### src/hdl/ctrv_pkg.sv
// ---------------------------------------------------------------------------
// ctrv_pkg
// Shared widths, fixed-point constants and the arctangent table of the CTRV
// position predictor.
// ---------------------------------------------------------------------------
package ctrv_pkg;

  localparam int FracBits = 16;
  localparam int unsigned TrigIterDefault = 18;

  // field widths
  localparam int SpeedW = 24;
  localparam int YawW   = 21;
  localparam int HorizW = 24;
  localparam int PosW   = 48;
  localparam int HeadW  = 19;
  localparam int QuatW  = 18;
  localparam int ThrW   = 20;

  localparam int InDataW  = 256;
  localparam int OutDataW = 96;

  localparam logic [ThrW-1:0] ThrReset = 20'd7;

  // trig pipeline
  localparam int ThetaW    = 30;  // Q16 angle into the trig unit
  localparam int AngW      = 44;  // offset angle, Q30, always positive
  localparam int RedStages = 11;  // quotient of the 2*pi reduction fits 11 bits
  localparam int CordW     = 34;
  localparam int TrigW     = 20;
  localparam int TrigFixedLat = RedStages + 4;  // input, two fold stages, rounding

  localparam logic [AngW-1:0] TwoPiQ30U = 44'd6746518852;
  localparam logic [AngW-1:0] AngOffset = 44'd6908435304448;  // 1024 * 2*pi
  localparam logic signed [CordW-1:0] TwoPiQ30  = 34'sd6746518852;
  localparam logic signed [CordW-1:0] PiQ30     = 34'sd3373259426;
  localparam logic signed [CordW-1:0] HalfPiQ30 = 34'sd1686629713;
  localparam logic signed [CordW-1:0] GainQ30   = 34'sd652032874;
  localparam logic signed [CordW-1:0] RndQ14    = 34'sd8192;

  // divider
  localparam int NumW   = 44;
  localparam int QuotW  = NumW + 1;
  localparam int DivLat = NumW + 2;

  // back end
  localparam int LyW   = 32;
  localparam int LocW  = 46;
  localparam int RotW  = 38;
  localparam int ProdW = 84;
  localparam int AccW  = 86;

  function automatic logic signed [CordW-1:0] atan_q30(input int unsigned idx);
    logic signed [CordW-1:0] r;
    unique case (idx)
      0:  r = 34'sd843314857;
      1:  r = 34'sd497837829;
      2:  r = 34'sd263043837;
      3:  r = 34'sd133525159;
      4:  r = 34'sd67021687;
      5:  r = 34'sd33543516;
      6:  r = 34'sd16775851;
      7:  r = 34'sd8388437;
      8:  r = 34'sd4194283;
      9:  r = 34'sd2097149;
      10: r = 34'sd1048576;
      11: r = 34'sd524288;
      12: r = 34'sd262144;
      13: r = 34'sd131072;
      14: r = 34'sd65536;
      15: r = 34'sd32768;
      16: r = 34'sd16384;
      17: r = 34'sd8192;
      18: r = 34'sd4096;
      19: r = 34'sd2048;
      20: r = 34'sd1024;
      21: r = 34'sd512;
      22: r = 34'sd256;
      23: r = 34'sd128;
      24: r = 34'sd64;
      25: r = 34'sd32;
      26: r = 34'sd16;
      27: r = 34'sd8;
      28: r = 34'sd4;
      29: r = 34'sd2;
      30: r = 34'sd1;
      default: r = '0;
    endcase
    return r;
  endfunction

endpackage

### src/hdl/ctrv_div.sv
// ---------------------------------------------------------------------------
// ctrv_div
// Pipelined signed divider, one quotient bit per stage, truncating toward
// zero.
// ---------------------------------------------------------------------------
module ctrv_div (
  input  logic                               clk_i,
  input  logic                               en_i,
  input  logic signed [ctrv_pkg::NumW-1:0]   num_i,
  input  logic signed [ctrv_pkg::YawW-1:0]   den_i,
  output logic signed [ctrv_pkg::QuotW-1:0]  quot_o
);
  import ctrv_pkg::*;

  logic [YawW-1:0] rem_d [NumW+1];
  logic [YawW-1:0] rem_q [NumW+1];
  logic [NumW-1:0] nq_d  [NumW+1];
  logic [NumW-1:0] nq_q  [NumW+1];
  logic [YawW-1:0] dv_d  [NumW+1];
  logic [YawW-1:0] dv_q  [NumW+1];
  logic            neg_d [NumW+1];
  logic            neg_q [NumW+1];
  logic [YawW:0]   part  [NumW];
  logic            ge    [NumW];

  logic signed [NumW-1:0]  num_neg;
  logic signed [YawW-1:0]  den_neg;
  logic [NumW-1:0]         qm;
  logic signed [QuotW-1:0] quot_d;

  always_comb begin
    // magnitude of the most negative value comes out right as unsigned
    num_neg  = -num_i;
    den_neg  = -den_i;
    rem_d[0] = '0;
    nq_d[0]  = num_i[NumW-1] ? num_neg : num_i;
    dv_d[0]  = den_i[YawW-1] ? den_neg : den_i;
    neg_d[0] = num_i[NumW-1] ^ den_i[YawW-1];
    for (int k = 0; k < NumW; k++) begin
      part[k] = {rem_q[k], nq_q[k][NumW-1]};
      ge[k]   = part[k] >= {1'b0, dv_q[k]};
      rem_d[k+1] = ge[k] ? YawW'(part[k] - {1'b0, dv_q[k]}) : part[k][YawW-1:0];
      nq_d[k+1]  = {nq_q[k][NumW-2:0], ge[k]};
      dv_d[k+1]  = dv_q[k];
      neg_d[k+1] = neg_q[k];
    end
    qm     = nq_q[NumW];
    quot_d = neg_q[NumW] ? -$signed({1'b0, qm}) : $signed({1'b0, qm});
  end

  always_ff @(posedge clk_i) begin
    if (en_i) begin
      rem_q  <= rem_d;
      nq_q   <= nq_d;
      dv_q   <= dv_d;
      neg_q  <= neg_d;
      quot_o <= quot_d;
    end
  end

endmodule

### config.mk
export PLATFORM = sky130hd
export DESIGN_NAME = ctrv_div
export DESIGN_NICKNAME = d
export VERILOG_FILES = /design/src/hdl/ctrv_pkg.sv /design/src/hdl/ctrv_div.sv
export SDC_FILE = /design/constraint.sdc
export NUM_CORES = 2
export LEC_CHECK = 0
export BUFFER_PORTS_ARGS = -buffer_cell sky130_fd_sc_hd__buf_4
export CORE_MARGIN = 2
export CORE_UTILIZATION = 60
export CTS_CLUSTER_SIZE = 10
export DETAILED_ROUTE_END_ITERATION = 10
export MAX_ROUTING_LAYER = met4
export PLACE_DENSITY = 0.76
export SYNTH_ARGS = -nofsm -noshare
export SYNTH_HDL_FRONTEND = slang
export SYNTH_SLANG_ARGS = --single-unit
### constraint.sdc
create_clock -name clk_i -period 6.2 [get_ports clk_i]
set_clock_uncertainty 0.2 [all_clocks]
set_input_delay 0.31 -clock clk_i [delete_from_list [all_inputs] [get_ports clk_i]]
set_output_delay 0.31 -clock clk_i [all_outputs]
set_load 0.02 [all_outputs]
==> metrics.md <==
| Metric | Value |
|---|---|
| R2r endpoint | part[862] |
| CP most frequent cell | inv_1 |
| Status | finished, final reports clean |
| PortBufs | 111 |
| Placed Cells | 15830 |
| Number of synthesized flops with an enable pin | 3897 |
| Leak pwr | 0.0735 uW |
| Top Ports | 112 |
| Crit path time final | 5.08 ns |
| Antenna Nets Post-Route | 0 |
| Finished layout cell area | 192000 um2 |
| Slew @ Worst Pin | 1.27 ns |
| Site Rows | 196 |
| Hold path startpoint | den_i[1] |
| Levels on crit path | 14 |
| GRT Util Overall | 23.4% |
| Post-route setup TNS | 0 ns |
| Final WL | 333000 um |
| Worst setup EP type | flip-flop |
| Post_cts resized | 0 |
| Fin crit share | 82.0% |
| Synth Cell Area | 172000 um2 |
| Share of layout cells above drive strength 1 | 9.23% |
| Post-route DRC | 0 |
| Startpoint Class | flip-flop |
| Pwr Density | 483 nW/um2 |
| Final slew viol count | 0 |
| Worst-path clk slew | 0.06 ns |
| Critical path class | reg -> reg |
| Core area | 285000 um2 |
| Largest net degree at the start of global routing | 185 |
| Worst-path fanout max | 21 |
| Ys async rst share | 0% |
| Power Total | 92600 uW |
| Die height | 539 um |
| Fmax | 0.197 GHz |
| Cell Area, Placed | 178000 um2 |
| Worst r2r path cells | 14 |
| Layout area overhead | 11.5% |
| Slowest CP cell | and2_1 |
| Hold Crit Class | in -> reg |
| Main synth FF type | edfxtp_1 |
| Buffers inserted by post-CTS timing repair | 0 |
| Worst R2R Start | nq_q[1847] |
| Clock root buffer | clkbuf_16 |
| Initial antenna violation count | 4 |
| CP peak stage delay | 0.90 ns |
| Final setup violation count | 0 |
| WL per Instance | 20.2 um |
| Vias in the first global route | 96698 |
| Final non-filler cell total | 16547 |
| MaxCap Viol Count | 0 |
| Final Hold Fails | 0 |
| CP Data Required Time | 6.62 ns |
| Peak supply drop | 278 uV |
| Worst skew pair latency | 0.96 ns |
| Crit path DAT | 5.50 ns |
| RSZ-0062 raised after global routing | no |
| Synthesis Warnings | 0 |
| # clock sinks | 3897 |
| Final #Nets | 13696 |
| Critical path buffers and inverters | 2 |
| CTS tree | yes |
| Initial Utilization | 60.3% |
| H-tree levels | 5 |
| R2r setup slk | 1.12 ns |
| TritonCTS Buffers | 439 |
| Hold EP | dv_d[904] |
| GR Overflow Total | 0 |
| Syn_nets | 13051 |
| GPL Wtd Cong | 0.916 |
| Hold Path Stages | 4 |
| Yosys reg bits | 3897 |
| CP top delay family | compound AO/OA/AOI/OAI gates |
| First-pass GRT wire length | 529000 um |
| Slew HR | 14.7% |
| Die Wd | 539 um |
| Instance count of the mapped netlist | 12034 |
| DR pass1 iterations | 6 |
| Critical-path cell list | inv_1 -> ha_1 -> inv_1 -> fa_1 -> a21o_1 -> a21oi_1 -> o21bai_1 -> o21ai_0 -> a31oi_1 -> a221o_1 -> a211o_1 -> o311ai_0 -> and2_1 -> mux2_2 |
| Post-synthesis sequential area ratio | 68.1% |
| Final HPWL DP | 226000 um |
| Total Die Area | 291000 um2 |
| DR vias | 95867 |
| Via/cell ratio | 5.79 |
| Library cells used by synthesis | 80 |
| Max Root-Sink Buffers | 4 |
| Syn avg cell area | 14.3 um2 |
| DR iter-0 viols | 8004 |
[final cells by class]
class / count / area (um2)
Sequential cell: 3897 / 117000
Inverter: 1185 / 4450
Clock inverter: 58 / 792
Antenna cell: 4 / 10.0
Timing Repair Buffer: 380 / 3570
Clock buffer: 485 / 11200
Fill cell: 19456 / 93300
Multi-Input combinational cell: 6776 / 49900
Tap cell: 3762 / 4710
[per-stage QoR]
stage          util, %  setup slack (ns)  hold slack, ns
4_1_cts           67.3              1.15          0.0174
6_report          67.3              1.12           0.130
2_1_floorplan        -              2.07           0.200
3_5_place_dp      62.5              1.20           0.205
3_3_place_gp      62.5              1.23           0.200
5_1_grt           67.3             0.896          0.0985
[tightest hold or removal path, delay by kind of cell]
| kind | cells | cell delay, ns |
|---|---|---|
| buffers and inverters | 3 | 0.73 |
| AO/OA/AOI/OAI | 1 | 0.14 |
[what timing repair did]
| action | CTS | global route |
|---|---|---|
| setup endpoints to repair | 0 | 0 |
| hold endpoints to repair | 137 | 0 |
| hold buffers | 170 | 0 |
[registers in the layout (all words and copies together) (netlist names)]
register / flops
nq_d: 1892
dv_d: 924
part: 903
quot_o: 45
neg_d: 44
nq_q: 44
qm: 44
neg_q: 1
[where the power goes]
group          total (uW)  switching [uW]  internal (uW)
Sequential          38700            2860          35900
Combinational       31500           17500          14000
Clock               22400            9700          12700
[worst max-delay path by stage]
| stage | start | endpoint |
|---|---|---|
| 2_1_floorplan | nq_q[1847] | part[871] |
| 3_5_place_dp | nq_q[1847] | part[862] |
| 4_1_cts | nq_q[1847] | part[862] |
| 3_3_place_gp | nq_q[1847] | part[860] |
| 5_1_grt | nq_q[1847] | part[862] |
| 6_report | nq_q[1847] | part[862] |
[cells in the mapped netlist (all sizes together) (12+ instances only)]
cell / number / area share, %
a2111oi: 22 / 0.12
a211o: 29 / 0.15
a211oi: 42 / 0.18
a21boi: 38 / 0.17
a21o: 355 / 1.6
a21oi: 694 / 2.0
a221o: 21 / 0.12
a221oi: 13 / 0.066
a31o: 12 / 0.061
a31oi: 62 / 0.23
a41oi: 16 / 0.082
and2: 24 / 0.087
and3: 53 / 0.19
and4: 13 / 0.066
buf: 12 / 0.026
clkbuf: 164 / 0.36
edfxtp: 3897 / 68
fa: 42 / 0.49
ha: 908 / 6.6
inv: 1185 / 2.6
mux2: 399 / 2.6
mux2i: 17 / 0.099
nand2: 706 / 1.5
nand2b: 98 / 0.36
nand3: 126 / 0.37
nand4: 107 / 0.39
nor2: 459 / 1.0
nor2b: 109 / 0.40
nor3: 125 / 0.36
nor4: 50 / 0.18
o2111ai: 20 / 0.10
o211ai: 23 / 0.10
o21a: 98 / 0.43
o21ai: 739 / 2.2
o21ba: 16 / 0.093
o21bai: 135 / 0.59
o311ai: 12 / 0.061
o31a: 22 / 0.11
o31ai: 76 / 0.33
o41ai: 36 / 0.19
or2: 33 / 0.12
or3: 46 / 0.17
or4: 28 / 0.13
xnor2: 574 / 2.9
xor2: 260 / 1.3
[metal layers]
layer  share of wire, %  up-vias  track usage (%)
met5                  0        -                -
met4                3.0        0             6.98
met3                4.9      632             3.21
met2                 48     2491             37.4
met1                 44    46835             31.6
li1                   -    45909                -
[placed cells by master, fill, tap and decap left out, types with 42 or more instances in the layout]
| cell | instances |
|---|---|
| nand3_1 | 126 |
| mux2_2 | 399 |
| a31oi_1 | 62 |
| inv_1 | 1185 |
| clkbuf_16 | 441 |
| o21bai_1 | 135 |
| xor2_1 | 260 |
| and3_1 | 53 |
| fa_1 | 42 |
| xnor2_1 | 574 |
| a21o_1 | 355 |
| nor4_1 | 50 |
| buf_4 | 187 |
| nand2_1 | 705 |
| nand2b_1 | 98 |
| ha_1 | 908 |
| o21a_1 | 98 |
| dlygate4sd3_1 | 170 |
| nor2b_1 | 106 |
| clkbuf_1 | 44 |
| a21oi_1 | 693 |
| edfxtp_1 | 3897 |
| nand4_1 | 107 |
| o31ai_1 | 76 |
| or3_1 | 44 |
| o21ai_0 | 730 |
| nor2_1 | 458 |
| nor3_1 | 125 |
[cells by family (layout without fill, tap and decap cells)]
logic type	Yosys count	after routing	synth area share, %
flip-flops	3897	3897	68.1
AND/OR/NAND/NOR	2008	2008	5.52
XOR/XNOR	834	834	4.25
adder cells (fa/ha/maj)	950	950	7.10
multiplexers	416	416	2.71
buffers and inverters	1361	2108	2.97
other	0	4	0
AO/OA/AOI/OAI	2568	2568	9.38
Power figures use the tool's default switching activity.
